## src/rtl/core/lgs_ram.sv

```systemverilog
// Generic single-write, single-read RAM with registered read data.
`timescale 1ns / 1ps

module lgs_ram #(
   parameter int WIDTH = 64,
   parameter int DEPTH = 64
) (
   input  logic                     clock,
   input  logic                     wr_en,
   input  logic [$clog2(DEPTH)-1:0] wr_addr,
   input  logic [WIDTH-1:0]         wr_data,
   input  logic [$clog2(DEPTH)-1:0] rd_addr,
   output logic [WIDTH-1:0]         rd_data
);

   logic [WIDTH-1:0] mem_ff [DEPTH];
   logic [WIDTH-1:0] rd_data_ff;

   always_ff @(posedge clock) begin
      if (wr_en) begin
         mem_ff[wr_addr] <= wr_data;
      end
      rd_data_ff <= mem_ff[rd_addr];
   end

   assign rd_data = rd_data_ff;

endmodule

```

## config.mk

```make
export PLATFORM = sky130hd
export DESIGN_NAME = lgs_ram
export DESIGN_NICKNAME = d
export VERILOG_FILES = /design/src/rtl/core/lgs_ram.sv
export SDC_FILE = /design/constraint.sdc
export NUM_CORES = 2
export LEC_CHECK = 0
export BUFFER_PORTS_ARGS = -buffer_cell sky130_fd_sc_hd__buf_2
export CORE_MARGIN = 10
export CORE_UTILIZATION = 57
export DETAILED_ROUTE_END_ITERATION = 10
export PLACE_DENSITY = 0.76
export REMOVE_ABC_BUFFERS = 1
export SYNTH_ARGS = -nofsm -noshare
export SYNTH_HDL_FRONTEND = slang
export SYNTH_SLANG_ARGS = --single-unit
```

## constraint.sdc

```tcl
create_clock -name clock -period 5.4 [get_ports clock]
set_input_delay 0.27 -clock clock [delete_from_list [all_inputs] [get_ports clock]]
set_output_delay 0.27 -clock clock [all_outputs]
set_load 0.01 [all_outputs]
```

==> results.toml <==
[pwr]
netSwitchingFraction = 0.2088
comb_power_share = 0.045
ir_worst_vdd_mv = 0.3970
p_sw_mw = 13.96
p_clk_frac = 0.418
power.internal_mw = 52.88
leakage_nw = 54.81
p_per_area_mw_per_mm2 = 379.9
p_seq_frac = 0.537

[clock_network]
clock_path_buffers = 4
cts_setup_buffers = 0
cts_tree = "yes"
cts-root-buf = "clkbuf_16"
cts_buffers = 397
clock_latency_ns = 0.94
ctsResizeCount = 0
clk_pin_slew_ns = 0.07
cts.sinks = 4160
cts_htree_levels = 5
cts_hold_buffers = 0

[logic_synthesis]
synthDistinctLibCells = 33
ys_warn_count = 0
async_flop_share = 0
avgSynthCellArea_um2 = 23.70
synth_cells = 6598
yosysSeqAreaShare = 0.7949
netlist_area_mm2 = 0.1563
synth_flop_cell = "edfxtp_1"
netlist.area_leader.share = 0.7867
synth_seq_cells = 4160
ys_top_cells_by_area = "edfxtp_1, mux4_2, mux2i_1"
synth_top_cell_by_area = "edfxtp_1"
synth_edf_count = 4096

[placement]
hpwl_um = 205200
finalWeightedCongestion = 0.7941
portBuffers = 141
place_area_mm2 = 0.1628
dp_slack_ns = 1.978

[floorplanning]
initial_core_util = 0.5719
coreArea_mm2 = 0.2734
die_h_um = 543.7
fp.dieArea_mm2 = 0.2956
die_x_um = 543.7
rows = 192
io_pins = 142

[sta]
min_period_ns = 2.620
slew_viol_final = 0
hold_viol_final = 0
tightestPinTransition_ns = 1.385
skew_ns = 0.06556
max-slew-margin-rel = 0.07437
rsz0062_at_grt = "false"
finalCritPeriodShare = 0.4851
setup_violations = 0
layout_setup_ws_ns = 2.780
fmax_mhz = 381.7
tns_ns = 0

[finish]
drive_gt1_frac = 0.2800
layout_commonest_cell = "edfxtp_1"
design_area_mm2 = 0.1759
final_cell_mix = "edfxtp_1, mux4_2, clkbuf_16, a22oi_1, buf_2"
nets = 7050
final_util = 0.6435
syn_to_final_growth_pct = 12.53

[setup_path]
start_kind = "input pin"
worstPathArrival_ns = 3.43
crit_required_ns = 6.21
startpoint = "rd_addr[2]"
r2r-start = "mem_ff[12][14]"
critPathKind = "input pin to register"
endpoint_kind = "register"
cp_slowest_stage_delay_ns = 0.86
slowest_stage = "nand2_1"
worstPathMaxFanout = 54
worstPathCellList = "buf_8 > buf_4 > nand2_1 > o221ai_1 > o22ai_1 > and3_1"

[detailed_routing]
wl_per_cell_um = 37.32
avgViaCountPerCell = 7.014
vias = 76590
drcViolationCount = 0
drtIter0Drc = 11710
first_pass_iters = 6
drtAntennaViolNets = 0
wl_um = 407500

[worst_hold_path]
hp-class = "input pin to register"
hp-start = "wr_data[10]"

[grt]
antenna_found_initial = 24
grtUsageTotal = 0.2750
grt_start_max_net_pins = 114
grt_pass1_vias = 78320
grt_pass1_wl_um = 582900
grt_overflow = 0

[job]
maxCapViolCount = 0

[run_status]
status = "finished, final reports clean"
==> metrics by stage <==
step	hold slack [ns]	power [mW]	cells
2_1_floorplan	0.3689	37.84	6228
3_3_place_gp	0.6795	39.45	10160
3_5_place_dp	0.6774	39.55	10160
4_1_cts	0.008616	67.05	10900
5_1_grt	0.09207	68.36	10900
6_report	0.05346	66.84	10920
==> layer usage <==
metal / up-vias / share of wire / global-route usage
met5: - / 0.000098 / 0
met4: 6 / 0.051 / 0.1194
met3: 1116 / 0.11 / 0.05493
met2: 5632 / 0.49 / 0.4446
met1: 40570 / 0.35 / 0.3701
li1: 29270 / - / -
==> synthesized netlist by cell type, types with 3 or more instances <==
master	instances
edfxtp_1	4096
mux4_2	1024
buf_2	170
a22oi_1	168
clkbuf_1	140
mux2i_1	135
nor2_1	112
a22o_1	88
o22ai_1	83
and3_1	64
dfxtp_1	64
a211oi_1	63
nand2_1	58
nand3_1	45
o221ai_1	38
buf_4	34
or3_1	29
nor2b_1	28
or2_2	28
a41oi_1	26
buf_1	20
a2bb2oi_1	19
inv_1	19
a31oi_1	18
nand2b_1	11
buf_6	6
and2_1	3
==> worst paths after layout <==
path	end	slack, ns	cells past startpoint
min reg2reg	rd_data[10]	0.82	4
max	rd_data[0]	2.78	6
max reg2reg	rd_data[14]	3.30	5
min	mem_ff[48][10]	0.05	1
==> power by group through the flow <==
stage	registers, mW	logic [mW]	clock network [mW]
after floorplan	36.5	1.30	0
after global placement	36.6	2.88	0
after detailed placement	36.6	2.96	0
after CTS	35.9	3.00	28.1
after global routing	35.9	3.17	29.3
final	35.9	3.00	27.9
==> flip-flops by register name (all words and copies together) (netlist names) <==
name	cells
rd_data	64
mem_ff	4096
==> kinds of logic (layout without fill, tap and decap cells) <==
family / Yosys count / in the layout / synth area share
muxes: 1159 / 1159 / 0.1561
and+or+nand+nor: 386 / 386 / 0.01240
DFF: 4160 / 4160 / 0.7949
AOI/OAI and AO/OA: 504 / 504 / 0.02477
buffers and inverters: 389 / 1099 / 0.01180
other: 0 / 23 / 0
==> cell type report <==
class | instances | area, um2
flip-flops and latches | 4160 | 124300
fillers | 16740 | 97450
multi-input cells | 2049 | 30770
clock buffers | 511 | 10690
well taps | 3589 | 4491
repair buffers | 345 | 3161
clock inverters | 224 | 2411
inverters | 19 | 71.32
diodes | 23 | 57.56
==> critical path: cells and delay by family <==
| family | cells | cell delay (ns) |
|---|---|---|
| buf+inv | 2 | 1.09 |
| simple gates | 2 | 1.03 |
| compound gates | 2 | 0.82 |
No activity file was read; power rests on OpenSTA's default activity.
