$ cat config.mk
export PLATFORM = sky130hd
export DESIGN_NAME = lgs_row_unit
export DESIGN_NICKNAME = d
export VERILOG_FILES = /design/src/rtl/core/lgs_pkg.sv /design/src/rtl/core/lgs_row_unit.sv
export SDC_FILE = /design/constraint.sdc
export NUM_CORES = 1
export LEC_CHECK = 0
export ABC_AREA = 1
export CORE_MARGIN = 3
export CORE_UTILIZATION = 60
export DETAILED_ROUTE_END_ITERATION = 6
export DONT_BUFFER_PORTS = 1
export PLACE_DENSITY = 0.76
export SETUP_SLACK_MARGIN = 0.3
export SLEW_MARGIN = 20
export SYNTH_ARGS = -nofsm -noshare
export SYNTH_HDL_FRONTEND = slang
export SYNTH_SLANG_ARGS = --single-unit
$ cat constraint.sdc
create_clock -name vclk -period 5.02
set_clock_uncertainty 0.2 [all_clocks]
set_input_delay 0.502 -clock vclk [all_inputs]
set_output_delay 0.502 -clock vclk [all_outputs]
set_load 0.03 [all_outputs]
$ cat src/rtl/core/lgs_pkg.sv
// Shared types, constants and helpers for the life generation step block.
`timescale 1ns / 1ps

package lgs_pkg;

   localparam int MAX_ROWS      = 64;
   localparam int MAX_COLS      = 64;
   localparam int ROW_AW        = $clog2(MAX_ROWS);
   localparam int COL_AW        = $clog2(MAX_COLS);
   localparam int SIZE_W        = 7;
   localparam int COORD_W       = 6;
   localparam int CSR_IDX_W     = 2;
   localparam int BIRTH_COUNT   = 3;
   localparam int SURVIVE_COUNT = 2;

   typedef enum logic [1:0] {
      CMD_WRITE = 2'd0,
      CMD_STEP  = 2'd1,
      CMD_READ  = 2'd2
   } cmd_type;

   typedef enum logic [CSR_IDX_W-1:0] {
      CSR_ROWS = 2'd0,
      CSR_COLS = 2'd1,
      CSR_WRAP = 2'd2
   } csr_idx_type;

   typedef struct packed {
      logic [SIZE_W-1:0] cols;
      logic [COL_AW-1:0] last_col;
      logic              wrap;
   } row_cfg_type;

   function automatic logic [SIZE_W-1:0] clamp_size(input logic [SIZE_W-1:0] v,
                                                     input logic [SIZE_W-1:0] max);
      logic [SIZE_W-1:0] res;
      if (v == '0) begin
         res = SIZE_W'(1);
      end else if (v > max) begin
         res = max;
      end else begin
         res = v;
      end
      return res;
   endfunction

endpackage

$ cat src/rtl/core/lgs_row_unit.sv
// Row update unit: next generation of one board row from its old neighbors.
`timescale 1ns / 1ps

module lgs_row_unit (
   input  lgs_pkg::row_cfg_type             cfg,
   input  logic [lgs_pkg::MAX_COLS-1:0]     above,
   input  logic [lgs_pkg::MAX_COLS-1:0]     cur,
   input  logic [lgs_pkg::MAX_COLS-1:0]     below,
   output logic [lgs_pkg::MAX_COLS-1:0]     next_row
);
   import lgs_pkg::*;

   logic wl_a, wl_c, wl_b;
   logic wr_a, wr_c, wr_b;

   assign wl_a = cfg.wrap & above[cfg.last_col];
   assign wl_c = cfg.wrap & cur[cfg.last_col];
   assign wl_b = cfg.wrap & below[cfg.last_col];
   assign wr_a = cfg.wrap & above[0];
   assign wr_c = cfg.wrap & cur[0];
   assign wr_b = cfg.wrap & below[0];

   for (genvar j = 0; j < MAX_COLS; j++) begin : g_col
      logic       a_l, c_l, b_l;
      logic       a_r, c_r, b_r;
      logic       active;
      logic       is_last;
      logic [3:0] n;

      assign active  = SIZE_W'(j) < cfg.cols;
      assign is_last = SIZE_W'(j + 1) == cfg.cols;

      if (j == 0) begin : g_left_edge
         assign a_l = wl_a;
         assign c_l = wl_c;
         assign b_l = wl_b;
      end else begin : g_left_inner
         assign a_l = above[j-1];
         assign c_l = cur[j-1];
         assign b_l = below[j-1];
      end

      if (j == MAX_COLS - 1) begin : g_right_edge
         assign a_r = wr_a;
         assign c_r = wr_c;
         assign b_r = wr_b;
      end else begin : g_right_inner
         assign a_r = is_last ? wr_a : above[j+1];
         assign c_r = is_last ? wr_c : cur[j+1];
         assign b_r = is_last ? wr_b : below[j+1];
      end

      assign n = 4'(a_l) + 4'(above[j]) + 4'(a_r) + 4'(c_l) + 4'(c_r)
               + 4'(b_l) + 4'(below[j]) + 4'(b_r);

      assign next_row[j] = active
                         ? ((n == 4'(BIRTH_COUNT)) | ((n == 4'(SURVIVE_COUNT)) & cur[j]))
                         : cur[j];
   end

endmodule

==> flow_metrics.tcl, run 1 <==
set metrics [dict create \
    status "finished clean" \
    cap_violations 0 \
    n_antenna_cell 0 \
    finalSetupTns_ps 0 \
    seq_cell_count 0 \
    tightest_slew_ps 649 \
    critPathCapture "next_row[0]" \
    design_area_mm2 0.0165 \
    antenna_found_initial 0 \
    placed_cell_area_mm2 0.0161 \
    cp-start-kind "input port" \
    row_count 57 \
    slew_headroom_pct 56.7 \
    fmax_mhz 203 \
    rsz0062_at_grt "yes" \
    crit_fanout 99 \
    dp_hpwl_um 41600 \
    syn_nets 2806 \
    area_delta_synth_final_pct 8.94 \
    n_clock_buffer 0 \
    grt_pass1_vias 15440 \
    crit_required_ps 4320 \
    seq_area_frac_synth_pct 0 \
    synth_compound_area_share_pct 16.9 \
    grt_max_degree 100 \
    p_per_area_mw_per_mm2 192 \
    track_usage_pct 37.2 \
    layout.nets 2855 \
    finalWirelength_um 50500 \
    dieHeight_um 165 \
    critPathCaptureType "output pin" \
    ys_warn_count 0 \
    clkPwrFrac_pct 0 \
    die-area_mm2 0.0272 \
    route.detailed.wl_per_inst_um 20.0 \
    dr.pass1.iters 7 \
    switching_share_pct 58.3 \
    synthCells 2152 \
    drive_gt1_share_pct 8.46 \
    synth_xor_area_share_pct 0 \
    boundaryPins 270 \
    p_seq_share_pct 0 \
    worst-endpoint-arrival_ps 4230 \
    vias 15534 \
    ant_nets 0 \
    io_buffers 0 \
    muxShareOfSynthArea_pct 0 \
    final_util_pct 67.3 \
    grt_pass1_wl_um 80400 \
    regArea_um2 0 \
    synth_top_family_by_area "adder cells" \
    setup_viol 0 \
    place_congestion 0.974 \
    synthAdderAreaFrac_pct 49.7 \
    p_int_mw 1.32 \
    die_w_um 165 \
    drcViolationCount 0 \
    p_comb_share_pct 100.0 \
    core_region_area_mm2 0.0245 \
    fin_crit_ps 4930 \
    synthSimpleGateAreaFrac_pct 24.8 \
    fin_crit_sh_pct 98.2 \
    worstSetupPathType "input port to output pin" \
    crit_start "cfg[1]" \
    power_switching_mw 1.85 \
    synth_cell_types 34 \
    vdd_drop_max_mv 0.152 \
    avgViaCountPerCell 6.16 \
    drtIter0Drc 1474 \
    syn_avg_cell_area_um2 7.04 \
    final_max_slew_viol_count 0 \
    timing.final.hold_violations 0 \
    initial_core_util_pct 61.7 \
    synth_area_mm2 0.0151 \
    hold_class "input port to output pin" \
    p_leak_nw 7.92 \
    overflow 0 \
]
==> worst min path at each step <==
stage / startpoint / to / depth (start not counted)
global placement: cfg[13] / next_row[63] / 2
finish: cur[57] / next_row[57] / 2
floorplan: cur[0] / next_row[0] / 2
detailed placement: cfg[13] / next_row[63] / 2
CTS: cfg[13] / next_row[63] / 2
global route: cur[57] / next_row[57] / 2
==> worst max-delay path, stage by stage <==
cell	delay (ps)
inv_12	130
buf_12	150
nand2_1	60
nand3_1	60
nand3_1	80
nand2_1	90
nand2_1	60
nand3_2	100
nand3_1	100
a21oi_2	160
fa_1	420
inv_1	80
fa_1	430
fa_1	520
inv_1	50
ha_2	190
fa_2	520
o211ai_1	100
o21ai_2	210
buf_6	160
==> layout make-up <==
| cell class | instances | area (um2) |
|---|---|---|
| Timing Repair Buffer | 111 | 1070 |
| Fill cell | 2198 | 8030 |
| Tap cell | 324 | 405 |
| Multi-Input combinational cell | 1820 | 14000 |
| Inverter | 268 | 1030 |
==> power groups by stage <==
stage | registers (mW) | logic (mW) | clock network, mW
floorplan | 0 | 2.35 | 0
global route | 0 | 3.64 | 0
detailed placement | 0 | 3.10 | 0
finish | 0 | 3.17 | 0
CTS | 0 | 3.15 | 0
global placement | 0 | 2.93 | 0
==> layer usage <==
layer | vias up | part of all wire, % | track usage, %
met2 | 874 | 45 | 60.2
li1 | 7201 | - | -
met1 | 7302 | 38 | 48.9
met4 | 0 | 4.4 | 12.9
met5 | - | 0 | 0
met3 | 157 | 13 | 8.93
==> Yosys cell counts (all sizes together) (2+ instances only) <==
cell	instances	area [um2]
o211ai	51	383
clkbuf	33	124
ha	192	2400
a211o	8	70.1
nand2	505	1910
o21ai	187	936
fa	256	5120
nor2	200	825
a31oi	8	50.1
o31ai	3	22.5
buf	31	179
a21oi	201	1010
nand4	2	12.5
nand3	193	966
nor3	2	15.0
o2111ai	7	61.3
inv	267	1000
==> cell usage in the layout, fill, tap and decap left out, drive strengths merged, types with 8 or more instances in the layout <==
| cell | n |
|---|---|
| inv | 266 |
| o21ai | 187 |
| a21oi | 201 |
| a211o | 8 |
| ha | 192 |
| a31oi | 8 |
| fa | 256 |
| nand2 | 505 |
| o211ai | 51 |
| nor2 | 200 |
| buf | 106 |
| nand3 | 193 |
==> cell families after synthesis <==
| family | Yosys count |
|---|---|
| buffers and inverters | 332 |
| adders and majority gates | 448 |
| and+or+nand+nor | 903 |
| AOI/OAI and AO/OA | 469 |
==> timing repair <==
action / in CTS / in global routing
setup endpoints to repair: 2 / 49
resized for setup: 10 / 47
buffers inserted: 6 / 6
hold buffers: 0 / 0
pin swaps: 5 / 7
cloned: 5 / 0
==> metrics by stage <==
stage                     hold WS [ps]  setup slack (ps)  total power, mW  cells
after floorplan                    977               245             2.35   2152
after global placement            1010               157             2.93   2506
after detailed placement          1020               101             3.10   2506
after CTS                         1020               251             3.15   2517
after global routing              1010              42.1             3.64   2523
final                              990              88.3             3.17   2523
(Power assumes the default switching activity.)
==> run 2: changes to the inputs <==
clock period = 5.35 ns   (was 5.02 ns; I/O delays follow)
==> run 2 against run 1 <==
Compared with the run above:
- clock-buffer cell count unchanged
- non-clock buffer count down 23
- sequential share of layout area did not move
- largest power group unchanged
- hold slack improved by 84 ps
- critical path type unchanged
==> flow_metrics.tcl, run 2 (same netlist as run 1, synthesis figures left out) <==
set metrics [dict create \
    status "finished clean" \
    route.detailed.wl_per_inst_um 20.1 \
    p_per_area_mw_per_mm2 182 \
    dp_hpwl_um 41900 \
    row_count 57 \
    cp_slowest_cell "fa_1" \
    io_buffers 0 \
    area_delta_synth_final_pct 5.99 \
    seq_cell_count 0 \
    switching_share_pct 59.0 \
    critPathCaptureType "output pin" \
    crit_required_ps 4620 \
    final_max_slew_viol_count 0 \
    grt_max_degree 100 \
    overflow 0 \
    finalWirelength_um 50200 \
    p_leak_nw 7.74 \
    antenna_found_initial 0 \
    boundaryPins 270 \
    cts_hold_buffers 0 \
    n_antenna_cell 0 \
    avgViaCountPerCell 6.18 \
    track_usage_pct 36.8 \
    worst_path_dominant_cell_family "adder cells" \
    clkPwrFrac_pct 0 \
    fin_crit_sh_pct 94.5 \
    layout_common_cells "nand2_1, inv_1, fa_1" \
    timing.final.hold_violations 0 \
    dr.pass1.iters 5 \
    worstSetupPathType "input port to output pin" \
    drtIter0Drc 1445 \
    path_cells "inv_2 -> buf_12 -> nand3_1 -> nand3_1 -> nand2_1 -> nand2_1 -> nand3_1 -> nand3_1 -> a21oi_2 -> fa_1 -> inv_1 -> fa_1 -> fa_1 -> inv_1 -> ha_1 -> fa_2 -> o211ai_1 -> o21ai_2 -> buf_6" \
    p_int_mw 1.20 \
    vias 15439 \
    p_comb_share_pct 100.0 \
    dieHeight_um 165 \
    cpMostUsedCell "nand3_1" \
    fin_crit_ps 5060 \
    worst-endpoint-arrival_ps 4320 \
    setup_viol 0 \
    drcViolationCount 0 \
    initial_core_util_pct 61.7 \
    dp_cells 2498 \
    regArea_um2 0 \
    slew_headroom_pct 32.1 \
    power_switching_mw 1.73 \
    cp-start-kind "input port" \
    layout.nets 2832 \
    critPathMaxStageDelay_ps 540 \
    die_w_um 165 \
    crit_fanout 47 \
    ant_nets 0 \
    cap_violations 0 \
    cp.buffers_inverters 5 \
    fin_cells 2500 \
    drive_gt1_share_pct 5.84 \
    rsz0062_at_grt "yes" \
    tightest_slew_ps 1010 \
    grt_pass1_wl_um 79200 \
    core_region_area_mm2 0.0245 \
    finalPower_mw 2.93 \
    grt_pass1_vias 15445 \
    p_seq_share_pct 0 \
    hold_class "input port to output pin" \
    n_clock_buffer 0 \
    place_congestion 1.02 \
    die-area_mm2 0.0272 \
    mostFrequentLayoutCell "nand2_1" \
    fmax_mhz 198 \
    vdd_drop_max_mv 0.125 \
    placed_cell_area_mm2 0.0160 \
    finalSetupTns_ps 0 \
    design_area_mm2 0.0161 \
]
-- run 2: cell count changes in the layout (fill, tap and decap cells not counted), sizes merged --
cell,delta
inv,+1
buf,-20
bufbuf,-3
clkinvlp,-1
-- run 2: per-stage QoR --
step                hold slack, ps  utilization, %  setup slack [ps]
CTS                           1070            65.3               306
finish                        1070            65.4               292
global placement              1060            65.0               317
floorplan                     1040               -               387
global route                  1070            65.4               173
detailed placement            1070            65.0               255
-- run 2: layout make-up --
cell class / instances / area (um2)
multi-input combinational: 1820 / 13900
fill: 2278 / 8480
inverter: 268 / 1010
timing repair buffer: 88 / 759
tap: 324 / 405
-- run 2: metal layers --
| layer | track usage [%] | vias to the layer above | part of all wire (%) | wire length, um |
|---|---|---|---|---|
| met5 | 0 | - | 0 | 0 |
| met4 | 15.6 | 0 | 5.0 | 2500 |
| met3 | 8.93 | 175 | 13 | 6290 |
| met2 | 59.6 | 859 | 45 | 22800 |
| met1 | 47.0 | 7265 | 37 | 18600 |
| li1 | - | 7140 | - | - |
-- run 2: final timing paths --
path                  startpoint            to  slack [ps]  cells after the start
worst min-delay path     cfg[13]  next_row[63]        1070                      1
worst max-delay path      cfg[2]   next_row[0]         290                     19
-- run 2: what timing repair did --
item                                    4_1_cts  5_1_grt
gates cloned                                  2        0
endpoints found under the setup margin        1        8
resized for setup                             4        9
pin swaps                                     0        1
buffers inserted                              0        0
-- run 2: power groups by stage --
stage	clock [mW]	combinational [mW]	sequential, mW
floorplan	0	2.20	0
global placement	0	2.73	0
detailed placement	0	2.89	0
CTS	0	2.92	0
global route	0	3.36	0
finish	0	2.93	0
==> run 3: changes to the inputs <==
CORE_UTILIZATION = 45   (was 60)
PLACE_DENSITY = default   (was 0.76)
==> run 3 against run 2 <==
Compared with the run above:
- largest power group unchanged
- core utilization is 15 points lower
- critical path type unchanged
- wire length is 6.6% higher
- total power is 0.50% higher
- maximum frequency is 2.3% higher
- global-route usage is 7.4 points lower
- die area is 32% higher
- cell count is 5.0% higher
==> flow_metrics.tcl, run 3 (same netlist as run 1, synthesis figures left out) <==
set metrics [dict create \
    n_clock_buffer 0 \
    row_count 66 \
    min_from "cfg[13]" \
    dp_cells 2617 \
    fin_crit_ps 4950 \
    hold_end "next_row[63]" \
    cp-start-kind "input port" \
    crit_start "cfg[2]" \
    fin_cells 2626 \
    crit_fanout 47 \
    worstHoldPathCells 1 \
    antenna_found_initial 1 \
    hold_class "input port to output pin" \
    boundaryPins 270 \
    timing.final.hold_violations 0 \
    seq_cell_count 0 \
    slew_headroom_pct 30.1 \
    layout_common_cells "nand2_1, inv_1, fa_1" \
    overflow 0 \
    vias 15249 \
    avgViaCountPerCell 5.81 \
    p_per_area_mw_per_mm2 179 \
    final_util_pct 50.0 \
    drtIter0Drc 1227 \
    status "finished clean" \
    grt_pass1_vias 15549 \
    finalWirelength_um 53500 \
    n_antenna_cell 0 \
    worstSetupPathType "input port to output pin" \
    fin_crit_sh_pct 92.4 \
    dp_hpwl_um 44400 \
    fmax_mhz 202 \
    rsz0062_at_grt "yes" \
    cts_hold_buffers 0 \
    place_congestion 0.945 \
    drive_gt1_share_pct 6.46 \
    dieHeight_um 189 \
    initial_core_util_pct 46.1 \
    finalSetupTns_ps 0 \
    vdd_drop_max_mv 0.127 \
    route.detailed.wl_per_inst_um 20.4 \
    io_buffers 0 \
    drcViolationCount 0 \
    regArea_um2 0 \
    dr.pass1.iters 6 \
    die-area_mm2 0.0359 \
    area_delta_synth_final_pct 8.38 \
    crit_required_ps 4620 \
    layout.nets 2840 \
    grt_max_degree 100 \
    worst-endpoint-arrival_ps 4210 \
    critPathCaptureType "output pin" \
    core_region_area_mm2 0.0329 \
    grt_pass1_wl_um 84400 \
    final_max_slew_viol_count 0 \
    p_leak_nw 7.84 \
    tightest_slew_ps 1040 \
    mostFrequentLayoutCell "nand2_1" \
    die_w_um 189 \
    n_fill_cell 3434 \
    ant_nets 0 \
    setup_viol 0 \
    track_usage_pct 29.4 \
    cap_violations 0 \
]
==> run 3: cell types whose count changed in the layout (fill, tap and decap cells not counted), moves of 2 or more <==
cell and change:
o21ai_2 -2, nand3_2 +5, nor2_4 -2, nand3_1 -5, buf_12 +4, clkbuf_16 +4, buf_6 -3, buf_4 +2
inv_1 -2, o21ai_1 +3
==> run 3: routing by layer <==
layer	up-vias	GRT usage, %	routed length, um
li1	7175	-	-
met1	7239	38.0	21200
met2	696	48.6	24200
met3	137	7.07	5880
met4	2	9.53	2150
met5	-	0	13
==> run 3: worst max path at each step <==
stage	to	cells after the start
finish	next_row[0]	19
global route	next_row[4]	19
CTS	next_row[0]	20
detailed placement	next_row[0]	21
global placement	next_row[0]	21
floorplan	next_row[0]	20
==> run 3: cell type report <==
type / instances / area, um2 / area share [%]
multi-input cells: 1820 / 13900 / 84.6
inverters: 268 / 1030 / 6.25
well taps: 442 / 553 / 3.37
repair buffers: 96 / 948 / 5.78
==> run 3: stage by stage <==
step	power [mW]	hold slack [ps]	worst slack (ps)	instance area, um2
4_1_cts	2.95	1060	303	16300
5_1_grt	3.41	1070	177	16400
3_5_place_dp	2.91	1060	141	16200
6_report	2.94	1060	404	16400
2_1_floorplan	2.20	1040	387	15200
3_3_place_gp	2.78	1060	211	16200
==> run 3: what timing repair did <==
item / in CTS / in global routing
resized for setup: 10 / 12
pin swaps: 3 / 13
cloned: 3 / 4
buffers inserted: 0 / 2
setup endpoints to repair: 1 / 10
==> run 3: critical path: stages <==
cell	delay [ps]
inv_6	110
buf_12	170
nand3_1	90
nand3_1	90
nand2_1	50
nand2_1	80
nand3_2	140
nand3_2	100
a21oi_2	70
fa_1	510
inv_2	40
fa_1	490
fa_1	520
inv_1	50
ha_2	190
fa_2	520
o211ai_1	100
o21ai_2	200
buf_12	150
==> run 3: report_power, final <==
part           switching (mW)  leakage (nW)  internal, mW
clock                       0             0             0
sequential                  0             0             0
combinational            1.73          7.84          1.22
total                    1.73          7.84          1.22
